$ cat config.mk
export PLATFORM = sky130hd
export DESIGN_NAME = utf8_to_utf16_transcoder_core
export DESIGN_NICKNAME = d
export VERILOG_FILES = /design/src/sv/u8u16_pkg.sv /design/src/sv/u8u16_front.sv /design/src/sv/u8u16_queue.sv /design/src/sv/u8u16_back.sv /design/src/sv/utf8_to_utf16_transcoder_core.sv
export SDC_FILE = /design/constraint.sdc
export NUM_CORES = 1
export LEC_CHECK = 0
export CORE_ASPECT_RATIO = 1.2
export CORE_MARGIN = 4
export CORE_UTILIZATION = 40
export DETAILED_ROUTE_END_ITERATION = 10
export DONT_BUFFER_PORTS = 1
export PLACE_DENSITY_LB_ADDON = 0.12
export SLEW_MARGIN = 15
export SYNTH_ARGS = -nofsm -noshare
export SYNTH_HDL_FRONTEND = slang
export SYNTH_SLANG_ARGS = --single-unit
$ cat constraint.sdc
create_clock -name clk -period 9.5 [get_ports clk]
set_clock_uncertainty 0.05 [all_clocks]
set_input_delay 0.95 -clock clk [delete_from_list [all_inputs] [get_ports clk]]
set_output_delay 0.95 -clock clk [all_outputs]
set_load 0.02 [all_outputs]
$ cat src/sv/u8u16_pkg.sv
// Shared types and constants for the UTF-8 to UTF-16 transcoder.
// No dependencies; used by the front, queue, back and top-level modules.
package u8u16_pkg;

  // Substitution unit for invalid input
  localparam logic [15:0] REPL_UNIT = 16'hFFFD;

  // One classified byte: up to three code units with their flags
  typedef struct packed {
    logic [2:0][15:0] unit;   // units in output order, unit[0] first
    logic [2:0]       rep;    // substitution flag per unit
    logic [1:0]       count;  // number of valid units, 0 to 3
    logic             fin;    // byte closed the string
  } job_t;

endpackage

$ cat src/sv/u8u16_front.sv
// Front end: holds the open UTF-8 sequence and turns each accepted byte into
// a job of zero to three UTF-16 units. Depends on u8u16_pkg.
module u8u16_front (
  input  logic              clk,
  input  logic              rst,
  input  logic              accept,
  input  logic [7:0]        data_byte,
  input  logic              string_end,
  output logic              push,
  output u8u16_pkg::job_t   job
);

  localparam logic [2:0] LEN_NONE = 3'd0;
  localparam logic [2:0] LEN_1    = 3'd1;
  localparam logic [2:0] LEN_2    = 3'd2;
  localparam logic [2:0] LEN_3    = 3'd3;
  localparam logic [2:0] LEN_4    = 3'd4;

  localparam logic [20:0] CP_MAX       = 21'h10FFFF;
  localparam logic [20:0] CP_PAIR_BASE = 21'h10000;
  localparam logic [15:0] SURR_HI_BASE = 16'hD800;
  localparam logic [15:0] SURR_LO_BASE = 16'hDC00;

  // Sequence length from the lead byte, LEN_NONE for an invalid lead
  function automatic logic [2:0] lead_len(input logic [7:0] b);
    logic [2:0] len;
    if (!b[7]) begin
      len = LEN_1;
    end else if ((b & 8'hE0) == 8'hC0) begin
      len = LEN_2;
    end else if ((b & 8'hF0) == 8'hE0) begin
      len = LEN_3;
    end else if ((b & 8'hF8) == 8'hF0) begin
      len = LEN_4;
    end else begin
      len = LEN_NONE;
    end
    return len;
  endfunction

  // Single byte with nothing after it: ASCII passes, anything else is replaced
  function automatic logic [16:0] lone_unit(input logic [7:0] b);
    logic [16:0] r;
    if (!b[7]) begin
      r = {1'b0, 8'h00, b};
    end else begin
      r = {1'b1, u8u16_pkg::REPL_UNIT};
    end
    return r;
  endfunction

  logic [7:0] held [3];
  logic [2:0] exp_len;
  logic [1:0] held_cnt;
  logic [2:0] exp_len_next;
  logic [1:0] held_cnt_next;
  logic       store;

  logic [7:0]  seq [4];
  logic [20:0] cp;
  logic [20:0] cp_off;
  logic        seq_open;
  logic        seq_fits;
  logic [2:0]  tail_len;
  logic [16:0] lone_b;
  logic [16:0] lone_x;
  logic [16:0] lone_y;

  // Line up the held bytes with the incoming byte after them
  always_comb begin
    seq[0] = (held_cnt != 2'd0) ? held[0] : data_byte;
    seq[1] = (held_cnt > 2'd1)  ? held[1] : data_byte;
    seq[2] = (held_cnt > 2'd2)  ? held[2] : data_byte;
    seq[3] = data_byte;
  end

  assign seq_open = (exp_len != LEN_NONE);
  assign seq_fits = seq_open && (({1'b0, held_cnt} + 3'd1) >= exp_len);
  assign tail_len = lead_len(seq[1]);
  assign lone_b   = lone_unit(data_byte);
  assign lone_x   = lone_unit(seq[1]);
  assign lone_y   = lone_unit(seq[2]);

  // Assemble the code point of a complete open sequence
  always_comb begin
    unique case (exp_len)
      LEN_2:   cp = {10'b0, seq[0][4:0], seq[1][5:0]};
      LEN_3:   cp = {5'b0, seq[0][3:0], seq[1][5:0], seq[2][5:0]};
      LEN_4:   cp = {seq[0][2:0], seq[1][5:0], seq[2][5:0], seq[3][5:0]};
      default: cp = {13'b0, seq[0]};
    endcase
  end

  assign cp_off = cp - CP_PAIR_BASE;

  // Classify the byte and build its job
  always_comb begin
    job           = '0;
    job.fin       = string_end;
    exp_len_next  = exp_len;
    held_cnt_next = held_cnt;
    store         = 1'b0;
    priority if (seq_fits) begin
      // Sequence complete: one unit, a surrogate pair, or out of range
      if (cp[20:16] == 5'd0) begin
        job.unit[0] = cp[15:0];
        job.count   = 2'd1;
      end else if (cp <= CP_MAX) begin
        job.unit[0] = SURR_HI_BASE + {6'b0, cp_off[19:10]};
        job.unit[1] = SURR_LO_BASE + {6'b0, cp_off[9:0]};
        job.count   = 2'd2;
      end else begin
        job.unit[0] = u8u16_pkg::REPL_UNIT;
        job.rep[0]  = 1'b1;
        job.count   = 2'd1;
      end
      exp_len_next  = LEN_NONE;
      held_cnt_next = 2'd0;
    end else if (string_end && seq_open) begin
      // Truncated at string end: replace the lead, rescan what follows it
      job.unit[0] = u8u16_pkg::REPL_UNIT;
      job.rep[0]  = 1'b1;
      if (held_cnt == 2'd1) begin
        {job.rep[1], job.unit[1]} = lone_x;
        job.count = 2'd2;
      end else if (tail_len == LEN_2) begin
        job.unit[1] = {5'b0, seq[1][4:0], seq[2][5:0]};
        job.count   = 2'd2;
      end else begin
        {job.rep[1], job.unit[1]} = (tail_len == LEN_1) ? lone_x
                                  : {1'b1, u8u16_pkg::REPL_UNIT};
        {job.rep[2], job.unit[2]} = lone_y;
        job.count = 2'd3;
      end
      exp_len_next  = LEN_NONE;
      held_cnt_next = 2'd0;
    end else if (string_end) begin
      // Final byte with no sequence open
      {job.rep[0], job.unit[0]} = lone_b;
      job.count = 2'd1;
    end else if (!seq_open) begin
      // New lead byte: emit ASCII or replacement, or open a sequence
      if (lead_len(data_byte) == LEN_1) begin
        job.unit[0] = {8'h00, data_byte};
        job.count   = 2'd1;
      end else if (lead_len(data_byte) == LEN_NONE) begin
        job.unit[0] = u8u16_pkg::REPL_UNIT;
        job.rep[0]  = 1'b1;
        job.count   = 2'd1;
      end else begin
        store         = 1'b1;
        exp_len_next  = lead_len(data_byte);
        held_cnt_next = 2'd1;
      end
    end else begin
      // Next byte of an unfinished sequence: hold it
      store         = 1'b1;
      held_cnt_next = held_cnt + 2'd1;
    end
  end

  assign push = accept && (job.count != 2'd0);

  // Advance sequence state
  always_ff @(posedge clk) begin
    if (rst) begin
      exp_len  <= LEN_NONE;
      held_cnt <= 2'd0;
    end else if (accept) begin
      exp_len  <= exp_len_next;
      held_cnt <= held_cnt_next;
    end
  end

  // Hold sequence bytes
  always_ff @(posedge clk) begin
    if (accept && store) begin
      held[held_cnt] <= data_byte;
    end
  end

endmodule

$ cat src/sv/u8u16_queue.sv
// Job queue between the front and back ends, built from registers.
// Depends on u8u16_pkg for the job type.
module u8u16_queue #(
  parameter int DEPTH = 4
) (
  input  logic                         clk,
  input  logic                         rst,
  input  logic                         push,
  input  u8u16_pkg::job_t              wr_data,
  input  logic                         pop,
  output u8u16_pkg::job_t              rd_data,
  output logic                         full,
  output logic                         empty,
  output logic [$clog2(DEPTH+1)-1:0]   level
);

  localparam int PTR_W = $clog2(DEPTH);
  localparam int LVL_W = $clog2(DEPTH + 1);

  u8u16_pkg::job_t slots [DEPTH];
  logic [PTR_W-1:0] wr_ptr;
  logic [PTR_W-1:0] rd_ptr;

  assign full    = (level == LVL_W'(DEPTH));
  assign empty   = (level == '0);
  assign rd_data = slots[rd_ptr];

  // Advance pointers and fill level
  always_ff @(posedge clk) begin
    if (rst) begin
      wr_ptr <= '0;
      rd_ptr <= '0;
      level  <= '0;
    end else begin
      if (push) begin
        wr_ptr <= (wr_ptr == PTR_W'(DEPTH - 1)) ? '0 : wr_ptr + PTR_W'(1);
      end
      if (pop) begin
        rd_ptr <= (rd_ptr == PTR_W'(DEPTH - 1)) ? '0 : rd_ptr + PTR_W'(1);
      end
      if (push && !pop) begin
        level <= level + LVL_W'(1);
      end else if (pop && !push) begin
        level <= level - LVL_W'(1);
      end
    end
  end

  // Store jobs
  always_ff @(posedge clk) begin
    if (push) begin
      slots[wr_ptr] <= wr_data;
    end
  end

endmodule

$ cat src/sv/u8u16_back.sv
// Back end: walks the units of the head job into the output register.
// Depends on u8u16_pkg for the job type.
module u8u16_back (
  input  logic             clk,
  input  logic             rst,
  input  u8u16_pkg::job_t  head,
  input  logic             head_valid,
  output logic             pop,
  output logic             unit_valid,
  input  logic             unit_stall,
  output logic [15:0]      code_unit,
  output logic             run_last,
  output logic             replaced,
  output logic             is_final
);

  logic [1:0] idx;
  logic       load;
  logic       job_done;

  assign load     = head_valid && (!unit_valid || !unit_stall);
  assign job_done = ((idx + 2'd1) == head.count);
  assign pop      = load && job_done;

  // Advance the unit index and output valid
  always_ff @(posedge clk) begin
    if (rst) begin
      unit_valid <= 1'b0;
      idx        <= 2'd0;
    end else begin
      if (load) begin
        unit_valid <= 1'b1;
        idx        <= job_done ? 2'd0 : idx + 2'd1;
      end else if (!unit_stall) begin
        unit_valid <= 1'b0;
      end
    end
  end

  // Load the output payload
  always_ff @(posedge clk) begin
    if (load) begin
      code_unit <= head.unit[idx];
      replaced  <= head.rep[idx];
      run_last  <= job_done;
      is_final  <= job_done && head.fin;
    end
  end

endmodule

$ cat src/sv/utf8_to_utf16_transcoder_core.sv
// UTF-8 to UTF-16 transcoder, top level.
// Instantiates u8u16_front, u8u16_queue and u8u16_back; uses u8u16_pkg.
//
// Input channel: one UTF-8 byte per request (data_byte), with string_end
// set on the last byte of a string. A request is taken at a rising edge
// with byte_valid high and byte_stall low.
// Output channel: one UTF-16 code unit per request (code_unit), taken at
// a rising edge with unit_valid high and unit_stall low. run_last marks
// the last unit caused by an input byte, replaced marks a U+FFFD
// substitution, is_final marks the last unit of a string.
// A byte produces zero to three units. The first one is registered in the
// job queue and then in the output register. Bytes are taken one per cycle
// while the output side keeps up; the back end sends one unit per cycle
// while unit_stall is low, so bytes that produce two or three units fill the
// job queue of QUEUE_DEPTH entries and byte_stall rises when it is full.
// A stalled output holds its unit; the front keeps taking bytes until the
// queue fills.
// Reset (rst, synchronous) empties the queue, drops the output unit and
// closes any open sequence.
module utf8_to_utf16_transcoder_core #(
  parameter int QUEUE_DEPTH = 4
) (
  input  logic        clk,
  input  logic        rst,
  input  logic        byte_valid,
  output logic        byte_stall,
  input  logic [7:0]  data_byte,
  input  logic        string_end,
  output logic        unit_valid,
  input  logic        unit_stall,
  output logic [15:0] code_unit,
  output logic        run_last,
  output logic        replaced,
  output logic        is_final
);

  localparam int LVL_W = $clog2(QUEUE_DEPTH + 1);

  u8u16_pkg::job_t  fe_job;
  u8u16_pkg::job_t  q_head;
  logic             accept;
  logic             q_push;
  logic             q_pop;
  logic             q_full;
  logic             q_empty;
  logic [LVL_W-1:0] q_level;

  // Hold bytes while the job queue is full
  assign byte_stall = q_full;
  assign accept     = byte_valid && !q_full;

  u8u16_front u_front (
    .clk        (clk),
    .rst        (rst),
    .accept     (accept),
    .data_byte  (data_byte),
    .string_end (string_end),
    .push       (q_push),
    .job        (fe_job)
  );

  u8u16_queue #(
    .DEPTH (QUEUE_DEPTH)
  ) u_queue (
    .clk     (clk),
    .rst     (rst),
    .push    (q_push),
    .wr_data (fe_job),
    .pop     (q_pop),
    .rd_data (q_head),
    .full    (q_full),
    .empty   (q_empty),
    .level   (q_level)
  );

  u8u16_back u_back (
    .clk        (clk),
    .rst        (rst),
    .head       (q_head),
    .head_valid (!q_empty),
    .pop        (q_pop),
    .unit_valid (unit_valid),
    .unit_stall (unit_stall),
    .code_unit  (code_unit),
    .run_last   (run_last),
    .replaced   (replaced),
    .is_final   (is_final)
  );

  // Queue never overflows
  a_level_bound: assert property (@(posedge clk) disable iff (rst)
    q_level <= LVL_W'(QUEUE_DEPTH))
    else $error("job queue level above depth");

  // Front never pushes into a full queue
  a_no_push_full: assert property (@(posedge clk) disable iff (rst)
    q_full |-> !q_push)
    else $error("push into full job queue");

  // Substituted units carry the replacement character
  a_repl_unit: assert property (@(posedge clk) disable iff (rst)
    (unit_valid && replaced) |-> (code_unit == u8u16_pkg::REPL_UNIT))
    else $error("replaced unit is not U+FFFD");

  // End of string closes the run of its byte
  a_final_last: assert property (@(posedge clk) disable iff (rst)
    (unit_valid && is_final) |-> run_last)
    else $error("final unit without run_last");

endmodule
==> flow_summary.json <==
{
  "setup_viol": 0,
  "crit_path_max_fanout": 19,
  "p_per_area_mw_per_mm2": 245,
  "maxSlewHeadroom": 0.407,
  "antenna_found_initial": 0,
  "max_freq_mhz": 237,
  "clk_pin_slew_ns": 0.06,
  "min_path_type": "reg -> reg",
  "floorplan.initialDensity": 0.407,
  "timing.rr.end": "u_queue.slots[0][13]",
  "worstPathBufferInverterCount": 1,
  "die_h_microns": 185,
  "r2r_start": "u_front.held_cnt[1]",
  "fillCellCount": 2275,
  "routed_wl_microns": 24800,
  "final.setup.tns_ns": 0,
  "crit_start": "u_front.held_cnt[1]",
  "r2r_slack_ns": 5.29,
  "mostFrequentLayoutCell": "edfxtp_1",
  "setup.worst_path.end_class": "register",
  "nets": 733,
  "postRouteAntennaNets": 0,
  "drt-pass1-iter-count": 5,
  "tightest_slew_ns": 0.887,
  "cts_setup_buffers": 0,
  "cts_tree": "yes",
  "cp.required_ns": 9.62,
  "startpoint_type": "register",
  "worst_r2r_path_depth": 9,
  "slowest_stage": "dfxtp_1",
  "grt_max_degree": 42,
  "final-hold-violation-count": 0,
  "peakVddDrop_mv": 0.140,
  "path_cells": "inv_1 -> ha_1 -> mux2_2 -> mux2i_1 -> o22ai_1 -> and4_1 -> nand3_2 -> o2bb2ai_4 -> a41oi_1",
  "die-area_sq_mm": 0.0288,
  "slew_viol_final": 0,
  "synthCells": 703,
  "insertion_delay_ns": 0.51,
  "synth_ff_type": "edfxtp_1",
  "clockRootBuffer": "clkbuf_16",
  "total_power_mw": 2.82,
  "grt_pass1_vias": 6308,
  "grt-ovfl-total": 0,
  "ios": 34,
  "ys_warn_count": 0,
  "period_share": 0.443,
  "drive_above_1_share": 0.193,
  "timing.critical_path.depth": 9,
  "rsz0062_at_grt": "no",
  "synth_edf_count": 207,
  "core_sq_mm": 0.0256,
  "status": "finished clean",
  "critical_path_arrival_ns": 4.33,
  "grtUsageTotal": 0.173,
  "globalplace.congestion": 0.948,
  "cp_slowest_stage_delay_ns": 0.78,
  "drt_iter0_drc": 449,
  "synth-seq-cells": 224,
  "cts_buffers": 24,
  "viasPerCell": 5.81,
  "die_width_microns": 155,
  "area_growth_pct": 10.4,
  "dr_total_vias": 6111,
  "path_delay_family": "compound AO/OA/AOI/OAI gates",
  "yosysSeqAreaShare": 0.628,
  "cts_buffer_depth": 3,
  "htree_levels": 1,
  "holdBufCountCts": 0,
  "wire_per_inst_microns": 23.6,
  "post_cts_resized": 0,
  "ys_async_sr_fraction": 0,
  "endpoint": "u_queue.slots[0][13]",
  "synth.distinct_cells": 71,
  "critPathKind": "reg -> reg",
  "grt_pass1_wl_microns": 38400,
  "min_period_ns": 4.21,
  "maxCapViolCount": 0,
  "p_leak_nw": 3.83,
  "syn_avg_cell_area_sq_um": 14.9,
  "syn_area_sq_mm": 0.0104,
  "drc": 0,
  "n_antenna_cell": 0,
  "synth_nets": 733,
  "rows": 64,
  "mostFrequentLayoutCells": "edfxtp_1 (207), nor2_1 (44), mux4_2 (41), mux2i_1 (39), nand2_1 (38)",
  "io_buffers": 0,
  "cts_sinks": 224,
  "hpwl_microns": 16400
}
## tightest hold or removal path, cell delays in order (launching register included)
cell	delay [ns]
dfxtp_1	0.32
o21ai_0	0.07
a21oi_1	0.06
## through the flow
stage          worst slack, ns  hold WS (ns)  instance area [sq um]  std cells   util
2_1_floorplan             5.64         0.406                  10400        703      -
3_3_place_gp              5.49         0.409                  10800       1007  0.420
3_5_place_dp              5.36         0.438                  10800       1007  0.420
4_1_cts                   5.35         0.444                  11500       1051  0.450
5_1_grt                   5.02         0.441                  11500       1051  0.450
6_report                  5.29         0.445                  11500       1051  0.450
## cell usage after synthesis (5+ instances only)
cell type	instances	area, sq um
o21ai_0	34	170
mux2_2	15	169
buf_2	10	50.1
buf_1	5	18.8
nand2b_1	8	50.1
clkbuf_1	18	67.6
and2_1	11	68.8
inv_1	25	93.8
a31o_2	5	43.8
ha_1	16	200
edfxtp_1	207	6220
nand3_1	8	40.0
o22ai_1	27	169
mux2i_1	39	390
a21o_1	5	37.5
a21oi_1	35	175
nor2_1	44	165
dfxtp_1	17	340
nand2_1	38	143
a31oi_4	5	106
mux4_2	41	923
## how the worst min path moves through the flow
stage | start | endpoint | cells past startpoint
2_1_floorplan | u_queue.rd_ptr[0] | register | 2
4_1_cts | u_queue.rd_ptr[0] | register | 2
5_1_grt | rst | u_back.unit_valid | 1
3_3_place_gp | u_queue.rd_ptr[0] | register | 2
6_report | u_queue.level[2] | u_queue.level[2] | 2
3_5_place_dp | u_queue.rd_ptr[0] | register | 2
## logic make-up after synthesis
logic type	synth area share
and+or+nand+nor	0.0718
AOI/OAI and AO/OA	0.105
muxes	0.142
xor gates and xnor gates	0.00419
DFF	0.628
buffers and inverters	0.0276
adders and majority gates	0.0211
## registers in the layout (all words and copies together) (netlist names), 2 cells and up, named ones only
| register | count |
|---|---|
| u_back.code_unit | 16 |
| u_queue.level | 3 |
| u_queue.slots | 164 |
| u_front.exp_len | 3 |
| u_front.held_cnt | 2 |
| u_back.idx | 2 |
| u_queue.wr_ptr | 2 |
| u_queue.rd_ptr | 2 |
| u_front.held | 24 |
## metal layers
metal | global-route usage | vias up | wire (microns)
met5 | 0 | - | 0
met4 | 0.0532 | 0 | 735
met3 | 0.0262 | 53 | 1230
met2 | 0.289 | 206 | 12200
met1 | 0.236 | 3102 | 10600
li1 | - | 2750 | -
## final cells by class
cell class                 count  area [sq um]  area share
timing repair buffer          12          90.1     0.00782
sequential                   224          6560       0.569
multi-input combinational    415          3600       0.312
clock inverter                13           115     0.00999
inverter                      26          97.6     0.00847
clock buffer                  31           648      0.0562
tap                          330           413      0.0358
## report_power, final
group	switching, mW	leakage (nW)	internal, mW	total [mW]
logic	0.331	1.45	0.240	0.571
clock network	0.365	0.372	0.535	0.900
registers	0.100	2.01	1.25	1.35
(Power assumes the default switching activity.)
